`src/rtl/core/rgberle_pkg.sv`:
```
`default_nettype none
package rgberle_pkg;

	// command kinds passed from front to back
	typedef enum logic [1:0] {
		CMD_STORE  = 2'd0,
		CMD_PIXELS = 2'd1,
		CMD_ERROR  = 2'd2
	} cmd_kind_t;

	// configuration register indexes
	localparam logic CFG_WIDTH  = 1'b0;
	localparam logic CFG_HEIGHT = 1'b1;

	localparam logic [7:0] RUN_BASE  = 8'd128;
	localparam logic [7:0] RLE_MAGIC = 8'd2;
	localparam logic [8:0] EXP_BIAS  = 9'd9;    // 128 + 8 folded with the mantissa scaling
	localparam logic [8:0] NORM_MIN  = 9'd10;

	localparam logic [1:0] PLANE_RED   = 2'd0;
	localparam logic [1:0] PLANE_GREEN = 2'd1;
	localparam logic [1:0] PLANE_BLUE  = 2'd2;
	localparam logic [1:0] PLANE_EXP   = 2'd3;

	// m * 2^(e-136) as an exact single precision pattern, zero when m or e is 0
	function automatic logic [31:0] rgbe_to_float(input logic [7:0] m, input logic [7:0] e);
		logic [2:0]  p;
		logic [8:0]  s;
		logic [31:0] mw;
		logic [31:0] r;
		p  = 3'd0;
		for (int i = 1; i < 8; i++) begin
			if (m[i]) p = 3'(i);
		end
		s  = {6'd0, p} + {1'b0, e};
		mw = {24'd0, m};
		r  = 32'd0;
		if (m == 8'd0 || e == 8'd0) begin
			r = 32'd0;
		end else if (s >= NORM_MIN) begin
			mw = mw << (5'd23 - {2'd0, p});
			r  = {1'b0, 8'(s - EXP_BIAS), mw[22:0]};
		end else begin
			r = mw << (e[4:0] + 5'd13);
		end
		return r;
	endfunction

endpackage
`default_nettype wire

```
`src/rtl/core/rgberle_cmd_fifo.sv`:
```
`default_nettype none
module rgberle_cmd_fifo #(
	parameter int W = 40
) (
	input  wire logic         clk,
	input  wire logic         arst_n,
	input  wire logic         push,
	input  wire logic [W-1:0] push_data,
	output logic              full,
	input  wire logic         pop,
	output logic [W-1:0]      pop_data,
	output logic              empty
);
	import rgberle_pkg::*;

	logic [W-1:0] slot_q [4];
	logic [1:0]   wptr_q, rptr_q;
	logic [2:0]   cnt_q;
	logic         do_push, do_pop;

	assign full     = (cnt_q == 3'd4);
	assign empty    = (cnt_q == 3'd0);
	assign do_push  = push && !full;
	assign do_pop   = pop && !empty;
	assign pop_data = slot_q[rptr_q];

	always_ff @(posedge clk) begin
		if (do_push) slot_q[wptr_q] <= push_data;
	end

	always_ff @(posedge clk or negedge arst_n) begin
		if (!arst_n) begin
			wptr_q <= 2'd0;
			rptr_q <= 2'd0;
			cnt_q  <= 3'd0;
		end else begin
			if (do_push) wptr_q <= wptr_q + 2'd1;
			if (do_pop) rptr_q <= rptr_q + 2'd1;
			case ({do_push, do_pop})
				2'b10:   cnt_q <= cnt_q + 3'd1;
				2'b01:   cnt_q <= cnt_q - 3'd1;
				default: cnt_q <= cnt_q;
			endcase
		end
	end
endmodule
`default_nettype wire

```
`config.mk`:
```
export PLATFORM = sky130hd
export DESIGN_NAME = rgberle_cmd_fifo
export DESIGN_NICKNAME = d
export VERILOG_FILES = /design/src/rtl/core/rgberle_pkg.sv /design/src/rtl/core/rgberle_cmd_fifo.sv
export SDC_FILE = /design/constraint.sdc
export NUM_CORES = 1
export LEC_CHECK = 0
export BUFFER_PORTS_ARGS = -buffer_cell sky130_fd_sc_hd__buf_2
export CORE_ASPECT_RATIO = 1.1
export CORE_MARGIN = 2
export CORE_UTILIZATION = 35
export CTS_CLUSTER_DIAMETER = 150
export DETAILED_ROUTE_END_ITERATION = 16
export GPL_TIMING_DRIVEN = 0
export PLACE_DENSITY_LB_ADDON = 0.08
export SLEW_MARGIN = 20
export SYNTH_ARGS = -nofsm -noshare
export SYNTH_HDL_FRONTEND = slang
export SYNTH_SLANG_ARGS = --single-unit
```
`constraint.sdc`:
```
create_clock -name clk -period 2.7 [get_ports clk]
set_clock_uncertainty 0.05 [all_clocks]
set_input_delay 0 -clock clk [delete_from_list [all_inputs] [get_ports clk]]
set_output_delay 0 -clock clk [all_outputs]
set_load 0.01 [all_outputs]
```
==> metrics.cfg <==
[timing]
fin_ws_ns = 0.648
maxSlewHeadroom = 0.549
finalCritPeriodShare = 0.760
period_needed_ns = 2.05
fin_hold_ws_ns = 0.280
slew_violations = 0
hold_violations = 0
worst_pin_slew_ns = 0.676
setup_viol = 0
fmax_mhz = 487
rsz0062_at_grt = no

[worst_setup_path]
startpoint_type = register
crit_path_end = cnt_q[2]
worstSetupPathType = register to register
worst_r2r_endpoint = cnt_q[2]
r2r_start = cnt_q[0]
r2r_slack_ns = 0.65
crit_start = cnt_q[0]
slowest_stage = dfrtp_1
slowest_delay_ns = 0.44
cp.required_ns = 2.99
worstPathMaxFanout = 7
reg2reg_depth = 9
path_cells = nor3b_2, nor2b_2, inv_1, ha_1, inv_1, fa_1, xor2_1, nor2_1, xor2_1
end_kind = register
arrival_ns = 2.34

[hold_path]
worstHoldStart = push_data[38]
holdPathStages = 2
min_path_type = primary input to register

[floorplanning]
start_util = 0.355
die_h_um = 144
core_area_um2 = 17600
die_w_um = 131
std_cell_rows = 51
die_area_um2 = 18900
io_pins = 86

[clock_network]
ctsResizeCount = 0
clkSinkCount = 167
cts_tree = yes
cts.reportedPaths.clkPinSlew_ns = 0.07
post_cts_buffers = 0
cts_buffer_depth = 2
cts_hold_buffers = 44
h-tree-depth = 4
root_buffer = clkbuf_16
cts-buffers-inserted = 17
clkLatencyLatePin_ns = 0.42

[yosys]
synth-async-reset-ratio = 0.0419
synth_cells = 247
synth.cells.most_frequent = edfxtp_1 (160), mux4_2 (38), dfrtp_1 (7)
synth_seq_cells = 167
yosysTopAreaCellShare = 0.769
synth-main-ff-cell = edfxtp_1
synth_area_um2 = 6250
yosysSeqAreaShare = 0.797
avgSynthCellArea_um2 = 25.3
synth_warnings = 0
synth_edf_count = 160
synth_most_common_cell = edfxtp_1
ys_top_cells_by_area = edfxtp_1 (77%), mux4_2 (14%), dfrtp_1 (2.8%)
yosys.area.top_type = edfxtp_1
ys_types = 22
syn_nets = 297

[placed_design]
io_buffer_count = 85
pre_cts_ws_ns = 0.655
gp_congestion = 0.669
post_dp_cell_area_um2 = 6980
dp.cells = 570
dp_hpwl_um = 6170

[layout]
finalNonFillerCells = 646
fin_area_um2 = 7960
layout.nets = 445
antenna_cells = 0
drive_above_1_share = 0.414
area_growth_pct = 27.3

[route]
wl_um = 11300
drtIter0Drc = 165
antenna_left = 0
remaining_drc_errors = 0
drtPass1Iterations = 4
wl_met1_um = 4920
wl_per_cell_um = 17.4
vias = 2902
wl_met3_um = 357
met2WireLength_um = 5780
dr.max_layer_used = met4
avgViaCountPerCell = 4.49

[pwr]
vdd_drop_max_mv = 0.470
p_per_area_nw_per_um2 = 1040
cellLeakagePower_nw = 2.78

[run_status]
outcome = finished, final reports clean

[global_routing]
grtUsageTotal = 0.127
grt_pass1_vias = 3102
grt_max_degree = 41
grt_first_pass_wirelength_um = 17300
overflow = 0
antenna_found_initial = 0

[run]
maxCapViolations = 0

layout by cell type, fill, tap and decap left out, types with 4 or more instances in the layout:
cell and count:
clkinvlp_4 4, buf_2 89, clkbuf_16 17, and2_4 4, mux4_2 38, inv_1 6, clkinv_4 5, ha_1 5
dlygate4sd3_1 44, buf_12 4, edfxtp_1 160, dfrtp_1 7
how the worst min path moves through the flow:
stage	endpoint	slack, ns
final	slot_q[3][38]	0.28
after global placement	cnt_q[2]	-0.20
after CTS	slot_q[2][25]	0.26
after detailed placement	cnt_q[0]	-0.20
after global routing	slot_q[2][37]	0.27
after floorplan	cnt_q[0]	-0.35
logic make-up (layout without fill, tap and decap cells):
family | Yosys count | in the layout | share of synthesized area
muxes | 42 | 42 | 0.149
DFF | 167 | 167 | 0.797
and+or+nand+nor | 9 | 9 | 0.00941
AOI/OAI and AO/OA | 1 | 1 | 0.00140
buffers and inverters | 16 | 177 | 0.0220
adders and majority gates | 6 | 6 | 0.0132
xor gates and xnor gates | 6 | 6 | 0.00841
worst max-delay path, delay by kind of cell, from the launching register on:
family / cells / cell delay (ns)
XOR/XNOR: 2 / 0.32
AND/OR/NAND/NOR: 3 / 0.47
buffers and inverters: 2 / 0.13
flip-flops: 1 / 0.44
adder cells (fa/ha/maj): 2 / 0.55
report_power, final:
part	total [W]	internal [W]	switching, W	leakage (nW)
sequential	0.00357	0.00344	0.000128	1.55
combinational	0.00255	0.00123	0.00132	0.980
clock	0.00217	0.00118	0.000985	0.250
total	0.00829	0.00585	0.00244	2.78
layout make-up:
type | count | area, um^2
flip-flops and latches | 167 | 4980
fillers | 1601 | 9650
multi-input cells | 64 | 1140
repair buffers | 129 | 866
clock inverters | 13 | 101
well taps | 238 | 298
clock buffers | 19 | 433
plain buffers | 10 | 115
inverters | 6 | 22.5
layer usage:
| metal | vias to the layer above | global-route usage |
|---|---|---|
| met5 | - | 0 |
| met4 | 0 | 0.0584 |
| met3 | 15 | 0.0347 |
| met2 | 55 | 0.213 |
| met1 | 1495 | 0.155 |
| li1 | 1337 | - |
metrics by stage:
stage                     total power (W)   util  TNS (ns)
after floorplan                   0.00531      -         0
after global placement            0.00622  0.396    -89.36
final                             0.00829  0.452         0
after CTS                         0.00848  0.452         0
after global routing              0.00874  0.452         0
after detailed placement          0.00624  0.396         0
sequential cells by signal, indices dropped and copies added, names as in the netlist:
name / flops
cnt_q: 3
rptr_q: 2
slot_q: 160
wptr_q: 2
(Power assumes the default switching activity.)
