[src/rtl/core/rgberle_pkg.sv]
`default_nettype none
package rgberle_pkg;

	// command kinds passed from front to back
	typedef enum logic [1:0] {
		CMD_STORE  = 2'd0,
		CMD_PIXELS = 2'd1,
		CMD_ERROR  = 2'd2
	} cmd_kind_t;

	// configuration register indexes
	localparam logic CFG_WIDTH  = 1'b0;
	localparam logic CFG_HEIGHT = 1'b1;

	localparam logic [7:0] RUN_BASE  = 8'd128;
	localparam logic [7:0] RLE_MAGIC = 8'd2;
	localparam logic [8:0] EXP_BIAS  = 9'd9;    // 128 + 8 folded with the mantissa scaling
	localparam logic [8:0] NORM_MIN  = 9'd10;

	localparam logic [1:0] PLANE_RED   = 2'd0;
	localparam logic [1:0] PLANE_GREEN = 2'd1;
	localparam logic [1:0] PLANE_BLUE  = 2'd2;
	localparam logic [1:0] PLANE_EXP   = 2'd3;

	// m * 2^(e-136) as an exact single precision pattern, zero when m or e is 0
	function automatic logic [31:0] rgbe_to_float(input logic [7:0] m, input logic [7:0] e);
		logic [2:0]  p;
		logic [8:0]  s;
		logic [31:0] mw;
		logic [31:0] r;
		p  = 3'd0;
		for (int i = 1; i < 8; i++) begin
			if (m[i]) p = 3'(i);
		end
		s  = {6'd0, p} + {1'b0, e};
		mw = {24'd0, m};
		r  = 32'd0;
		if (m == 8'd0 || e == 8'd0) begin
			r = 32'd0;
		end else if (s >= NORM_MIN) begin
			mw = mw << (5'd23 - {2'd0, p});
			r  = {1'b0, 8'(s - EXP_BIAS), mw[22:0]};
		end else begin
			r = mw << (e[4:0] + 5'd13);
		end
		return r;
	endfunction

endpackage
`default_nettype wire

[src/rtl/core/rgberle_front.sv]
`default_nettype none
module rgberle_front #(
	parameter int MAX_WIDTH = 4096,
	parameter int PW        = 13,
	parameter int CW        = 36
) (
	input  wire logic          clk,
	input  wire logic          arst_n,
	input  wire logic          in_valid,
	output logic               in_stall,
	input  wire logic [7:0]    data_byte,
	input  wire logic [12:0]   img_width,
	input  wire logic [15:0]   img_height,
	output logic               cmd_push,
	output logic [CW-1:0]      cmd_data,
	input  wire logic          cmd_full
);
	import rgberle_pkg::*;

	localparam int XW = PW + 9;

	typedef struct packed {
		cmd_kind_t   kind;
		logic [1:0]  plane;
		logic [PW-1:0] pos;
		logic [6:0]  cnt;
		logic [7:0]  value;
		logic        row_end;
		logic        img_end;
		logic        last;
	} cmd_t;

	typedef enum logic [2:0] {
		M_HEADER = 3'b001,
		M_RLE    = 3'b010,
		M_FLAT   = 3'b100
	} mode_t;

	mode_t        mode_q, mode_d;
	logic [7:0]   hdr_q [4];
	logic [1:0]   hcnt_q, hcnt_d;
	logic [1:0]   plane_q, plane_d;
	logic [PW-1:0] pos_q, pos_d;
	logic [7:0]   lit_q, lit_d;
	logic [7:0]   run_q, run_d;
	logic [1:0]   phase_q, phase_d;
	logic [15:0]  row_q, row_d;
	logic [1:0]   seq_q, seq_d;
	logic         seq_re_q, seq_ie_q, seq_re_d, seq_ie_d;

	logic [15:0]  w16;
	logic [PW-1:0] w;
	logic [15:0]  h_eff;
	logic         row_last;
	logic [XW-1:0] room, cnt_x, n_x, b_x;
	logic         accept;
	logic         nl;
	cmd_t         cmd;
	logic         push_d;

	always_comb begin
		w16 = (img_width == 13'd0) ? 16'd1 : {3'd0, img_width};
		if (w16 > 16'(MAX_WIDTH)) w16 = 16'(MAX_WIDTH);
		w = w16[PW-1:0];
	end

	assign h_eff    = (img_height == 16'd0) ? 16'd1 : img_height;
	assign row_last = ({1'b0, row_q} + 17'd1) >= {1'b0, h_eff};
	assign room     = (pos_q < w) ? XW'(w - pos_q) : '0;
	assign cnt_x    = XW'(run_q);
	assign b_x      = XW'(data_byte);
	assign n_x      = (cnt_x < room) ? cnt_x : room;

	assign in_stall = cmd_full || (seq_q != 2'd0);
	assign accept   = in_valid && !in_stall;

	always_comb begin
		mode_d   = mode_q;
		hcnt_d   = hcnt_q;
		plane_d  = plane_q;
		pos_d    = pos_q;
		lit_d    = lit_q;
		run_d    = run_q;
		phase_d  = phase_q;
		row_d    = row_q;
		seq_d    = seq_q;
		seq_re_d = seq_re_q;
		seq_ie_d = seq_ie_q;
		nl       = 1'b0;
		push_d   = 1'b0;
		cmd      = '{kind: CMD_STORE, plane: plane_q, pos: pos_q, cnt: 7'd1,
		             value: data_byte, row_end: 1'b0, img_end: 1'b0, last: 1'b0};

		if (seq_q != 2'd0) begin
			// flat line header: finish green, blue and pixel 0
			if (!cmd_full) begin
				push_d = 1'b1;
				seq_d  = seq_q - 2'd1;
				cmd.pos = '0;
				case (seq_q)
					2'd3: begin
						cmd.plane = PLANE_GREEN;
						cmd.value = hdr_q[1];
					end
					2'd2: begin
						cmd.plane = PLANE_BLUE;
						cmd.value = hdr_q[2];
					end
					default: begin
						cmd.kind    = CMD_PIXELS;
						cmd.plane   = PLANE_EXP;
						cmd.value   = hdr_q[3];
						cmd.row_end = seq_re_q;
						cmd.img_end = seq_ie_q;
						cmd.last    = 1'b1;
					end
				endcase
			end
		end else if (accept) begin
			case (mode_q)
				M_RLE: begin
					if (run_q != 8'd0) begin
						run_d = 8'd0;
						if (n_x != '0) begin
							push_d    = 1'b1;
							cmd.cnt   = 7'(n_x);
							cmd.kind  = (plane_q == PLANE_EXP) ? CMD_PIXELS : CMD_STORE;
							cmd.row_end = (cnt_x >= room);
							cmd.img_end = (cnt_x >= room) && row_last;
							cmd.last  = 1'b1;
							pos_d     = pos_q + PW'(n_x);
						end
					end else if (lit_q != 8'd0) begin
						lit_d = lit_q - 8'd1;
						if (pos_q < w) begin
							push_d      = 1'b1;
							cmd.kind    = (plane_q == PLANE_EXP) ? CMD_PIXELS : CMD_STORE;
							cmd.row_end = (room == XW'(1));
							cmd.img_end = (room == XW'(1)) && row_last;
							cmd.last    = 1'b1;
							pos_d       = pos_q + PW'(1);
						end
					end else if (data_byte > RUN_BASE) begin
						run_d = data_byte - RUN_BASE;
						if (XW'(data_byte - RUN_BASE) > room) begin
							push_d   = 1'b1;
							cmd.kind = CMD_ERROR;
							cmd.last = 1'b1;
						end
					end else begin
						lit_d = data_byte;
						if (b_x > room) begin
							push_d   = 1'b1;
							cmd.kind = CMD_ERROR;
							cmd.last = 1'b1;
						end
					end
					if (pos_d >= w && lit_d == 8'd0 && run_d == 8'd0) begin
						if (plane_q == PLANE_EXP) begin
							nl = 1'b1;
						end else begin
							plane_d = plane_q + 2'd1;
							pos_d   = '0;
						end
					end
				end
				M_FLAT: begin
					if (phase_q != 2'd3) begin
						phase_d = phase_q + 2'd1;
						if (pos_q < w) begin
							push_d    = 1'b1;
							cmd.plane = phase_q;
						end
					end else begin
						phase_d = 2'd0;
						if (pos_q < w) begin
							push_d      = 1'b1;
							cmd.kind    = CMD_PIXELS;
							cmd.row_end = (room == XW'(1));
							cmd.img_end = (room == XW'(1)) && row_last;
							cmd.last    = 1'b1;
						end
						pos_d = pos_q + PW'(1);
						if (pos_d >= w) nl = 1'b1;
					end
				end
				default: begin
					hcnt_d = hcnt_q + 2'd1;
					if (hcnt_q == 2'd3) begin
						hcnt_d  = 2'd0;
						plane_d = 2'd0;
						pos_d   = '0;
						lit_d   = 8'd0;
						run_d   = 8'd0;
						phase_d = 2'd0;
						if (hdr_q[0] == RLE_MAGIC && hdr_q[1] == RLE_MAGIC &&
						    {hdr_q[2], data_byte} == w16) begin
							mode_d = M_RLE;
						end else begin
							mode_d    = M_FLAT;
							push_d    = 1'b1;
							cmd.plane = PLANE_RED;
							cmd.pos   = '0;
							cmd.value = hdr_q[0];
							seq_d     = 2'd3;
							seq_re_d  = (w == PW'(1));
							seq_ie_d  = (w == PW'(1)) && row_last;
							pos_d     = PW'(1);
							if (w == PW'(1)) nl = 1'b1;
						end
					end
				end
			endcase
			if (nl) begin
				row_d   = row_last ? 16'd0 : row_q + 16'd1;
				mode_d  = M_HEADER;
				hcnt_d  = 2'd0;
				plane_d = 2'd0;
				pos_d   = '0;
				lit_d   = 8'd0;
				run_d   = 8'd0;
				phase_d = 2'd0;
			end
		end
	end

	assign cmd_push = push_d;
	assign cmd_data = cmd;

	always_ff @(posedge clk or negedge arst_n) begin
		if (!arst_n) begin
			mode_q   <= M_HEADER;
			hcnt_q   <= 2'd0;
			plane_q  <= 2'd0;
			pos_q    <= '0;
			lit_q    <= 8'd0;
			run_q    <= 8'd0;
			phase_q  <= 2'd0;
			row_q    <= 16'd0;
			seq_q    <= 2'd0;
			seq_re_q <= 1'b0;
			seq_ie_q <= 1'b0;
			for (int i = 0; i < 4; i++) hdr_q[i] <= 8'd0;
		end else begin
			mode_q   <= mode_d;
			hcnt_q   <= hcnt_d;
			plane_q  <= plane_d;
			pos_q    <= pos_d;
			lit_q    <= lit_d;
			run_q    <= run_d;
			phase_q  <= phase_d;
			row_q    <= row_d;
			seq_q    <= seq_d;
			seq_re_q <= seq_re_d;
			seq_ie_q <= seq_ie_d;
			if (accept && mode_q == M_HEADER) hdr_q[hcnt_q] <= data_byte;
		end
	end
endmodule
`default_nettype wire

[config.mk]
export PLATFORM = sky130hd
export DESIGN_NAME = rgberle_front
export DESIGN_NICKNAME = d
export VERILOG_FILES = /design/src/rtl/core/rgberle_pkg.sv /design/src/rtl/core/rgberle_front.sv
export SDC_FILE = /design/constraint.sdc
export NUM_CORES = 1
export LEC_CHECK = 0
export BUFFER_PORTS_ARGS = -buffer_cell sky130_fd_sc_hd__buf_2
export CAP_MARGIN = 20
export CORE_MARGIN = 8
export CORE_UTILIZATION = 60
export DETAILED_ROUTE_END_ITERATION = 16
export PLACE_DENSITY = 0.77
export SYNTH_ARGS = -nofsm -noshare
export SYNTH_HDL_FRONTEND = slang
export SYNTH_SLANG_ARGS = --single-unit
[constraint.sdc]
create_clock -name clk -period 15.1 [get_ports clk]
set_clock_uncertainty 0.2 [all_clocks]
set_input_delay 1.51 -clock clk [delete_from_list [all_inputs] [get_ports clk]]
set_output_delay 1.51 -clock clk [all_outputs]
set_load 0.05 [all_outputs]
==> impl_metrics.csv <==
group,metric,value,unit
power,p_total,1.21,mW
route,viasPerCell,6.57,
power,peakVddDrop,0.0000688,V
sta,rsz0062_at_grt,"no",
finish,postLayoutCoreUtil,67.0,%
run,maxCapViolCount,0,
route,ant_nets,0,
finish,multiInputGateArea,6650,um2
global_routing,grt-ovfl-total,0,
finish,instances_no_fill,1445,
route,drc,0,
logic_synthesis,yosysTopAreaCell,"dfrtp_1",
cts,cts_tree,"done",
worst_setup_path,cp_slowest_stage_delay,0.66,ns
finish,fill_cells,1339,
finish,final_net_count,1377,
global_routing,grt_antenna_before_repair,0,
finish,areaGrowthSynthToFinish,8.64,%
cts,cts_sinks,90,
logic_synthesis,synth.distinct_cells,90,
die,start_util,61.7,%
route,first_iter_violations,1129,
cts,cts_htree_levels,3,
cts,clockBufferDepth,2,
place,placedCellCount,1429,
cts,postCtsHoldBufs,0,
sta,min_period,12.10,ns
die,rows,45,
power,netSwitchingFraction,49.0,%
logic_synthesis,synth_most_common_cell,"nand2_1",
cts,cts.repair.resized,0,
worst_setup_path,worstSetupStartpointType,"input port",
logic_synthesis,synth_cells,1179,
power,power_density,118,nW/um2
sta,maxSlewHeadroom,32.6,%
worst_setup_path,crit_top_cell,"nor2_1",
logic_synthesis,syn_area,9410,um2
sta,setup_viol,0,
sta,post-route-period-util,80.1,%
route,routed_wl,29.5,mm
die,core,15300,um2
die,die-area,20000,um2
sta,worst_slew_pin_slew,1.00,ns
worst_setup_path,critPathCaptureType,"register",
sta,fmax,0.0826,GHz
sta,slew_violations,0,
logic_synthesis,syn_avg_cell_area,7.98,um2
logic_synthesis,netlist.area_leader.share,23.7,%
place,hpwl,23.1,mm
power,leakage,4.87,nW
logic_synthesis,ys_seq_area_share,23.9,%
power,seq_power_share,24.0,%
die,ios,79,
hold_path,hold_class,"register to register",
place,io_buffer_count,77,
cts,cts_root_buf,"clkbuf_16",
route,dr.pass1.iters,7,
finish,regArea,2250,um2
finish,drive_gt1_share,12.7,%
sta,hold_viol_final,0,
global_routing,grt_pass1_wl,46.6,mm
worst_setup_path,crit_type,"input port to register",
route,wire_per_inst,20.4,um
global_routing,first_global_vias,8801,
logic_synthesis,synthTopCellsByArea,"dfrtp_1, ha_1, nand2_1, o21ai_0, nor2_1",
logic_synthesis,postSynth.asyncResetShare,100,%
route,vias,9500,
worst_setup_path,crit_slowest_cell,"o21a_1",
sta,setup_tns,0,ns
die,die_w,141,um
logic_synthesis,synth_common_cells,"nand2_1, ha_1, dfrtp_1",
worst_setup_path,critPathRequiredTime,15.17,ns
worst_setup_path,critPathMaxFanout,18,
worst_setup_path,crit_arrival,12.18,ns
power,p_sw,0.592,mW
finish,antenna_cells,0,
logic_synthesis,ys_seq_elements,90,
die,die-height,141,um
place,gp_congestion,1.02,
cts,clk_pin_slew,0.08,ns
logic_synthesis,yosys_warnings,0,
cts,clock_latency,0.36,ns
power,p_clk_share,19.0,%
logic_synthesis,ys.flop_type,"dfrtp_1",
power,combPwrFrac,57.0,%
global_routing,grt_max_degree,77,
cts,cts_buffers,9,
global_routing,grt.total_usage,29.1,%
power,intPower,0.616,mW
outcome,status,"complete, no violations",
cts,cts_setup_buffers,0,
logic_synthesis,synth-edff-count,0,
[routing by layer]
layer	track usage [%]	wire [um]	vias to the layer above
met5	0	0	-
met4	12.3	1110	0
li1	-	-	4464
met1	38.4	12400	4481
met3	4.43	2630	75
met2	46.8	13400	480
[layout make-up]
type / instances / area share [%]
multi-input combinational: 963 / 65.0
sequential: 90 / 22.0
timing repair buffer: 87 / 4.53
inverter: 78 / 2.86
tap: 211 / 2.58
clock buffer: 9 / 2.20
clock inverter: 7 / 0.746
[worst max-delay path: cells and delay by family]
kind,cells,cell delay (ns)
compound gates,12,3.71
xor+xnor,1,0.16
fa+ha+maj,5,1.73
buf+inv,2,0.19
mux,1,0.45
simple gates,18,4.42
[logic make-up (layout without fill, tap and decap cells)]
family                     count (synthesis)  in the layout  synth area share (%)
and+or+nand+nor                          429            429                  22.6
AOI/OAI and AO/OA                        340            340                  25.0
buffers and inverters                    130            181                  5.61
adders and majority gates                107            107                  14.4
DFF                                       90             90                  23.9
xor gates and xnor gates                  52             52                  4.84
muxes                                     30             30                  3.54
other                                      1              5                0.0398
[metrics by stage]
step / cell area [um2] / worst slack [ns] / hold WS [ns]
2_1_floorplan: 9430 / 4.27 / 0.250
3_3_place_gp: 9930 / 3.03 / 0.266
3_5_place_dp: 9930 / 2.85 / 0.276
4_1_cts: 10200 / 3.21 / 0.293
5_1_grt: 10200 / 2.27 / 0.320
6_report: 10200 / 3.00 / 0.288
[state kept, by name, indices dropped and copies added, names as in the netlist]
| signal | cells |
|---|---|
| row_q | 16 |
| seq_ie_q | 1 |
| lit_q | 8 |
| plane_q | 2 |
| run_q | 8 |
| pos_q | 13 |
| hcnt_q | 2 |
| seq_q | 2 |
| phase_q | 2 |
| hdr_q | 32 |
| seq_re_q | 1 |
| mode_q | 3 |
[cells in the final DEF (no fill, tap or decap), drive strengths merged, types with 26 or more instances in the layout]
cell type | netlist | final
nor3 | 36 | 36
dfrtp | 89 | 89
nand2 | 135 | 135
mux2 | 26 | 26
ha | 105 | 105
nor2 | 83 | 83
o21ai | 89 | 89
a21oi | 51 | 51
nand3 | 37 | 37
a21o | 27 | 27
xnor2 | 33 | 33
inv | 76 | 81
buf | 13 | 87
[power groups by stage]
stage / clock (mW) / sequential, mW / combinational (mW)
floorplan: 0 / 0.285 / 0.509
global placement: 0 / 0.293 / 0.666
CTS: 0.230 / 0.289 / 0.676
finish: 0.229 / 0.290 / 0.688
global route: 0.240 / 0.293 / 0.750
detailed placement: 0 / 0.293 / 0.672
[path summary, 6_finish.rpt]
path	slack, ns	cells past startpoint	from	endpoint
max in group asynchronous	12.63	2	arst_n	pos_q[7]$_DFFE_PN0P_
min in group asynchronous	0.80	1	arst_n	run_q[0]$_DFFE_PN0P_
worst min register to register	0.29	2	hdr_q[5]$_DFFE_PN0P_	hdr_q[5]$_DFFE_PN0P_
worst min-delay path	0.29	2	hdr_q[5]$_DFFE_PN0P_	hdr_q[5]$_DFFE_PN0P_
worst max-delay path	3.00	39	img_width[8]	pos_q[12]$_DFFE_PN0P_
worst max register to register	4.88	35	pos_q[0]$_DFFE_PN0P_	pos_q[12]$_DFFE_PN0P_
No activity file was read; power rests on OpenSTA's default activity.
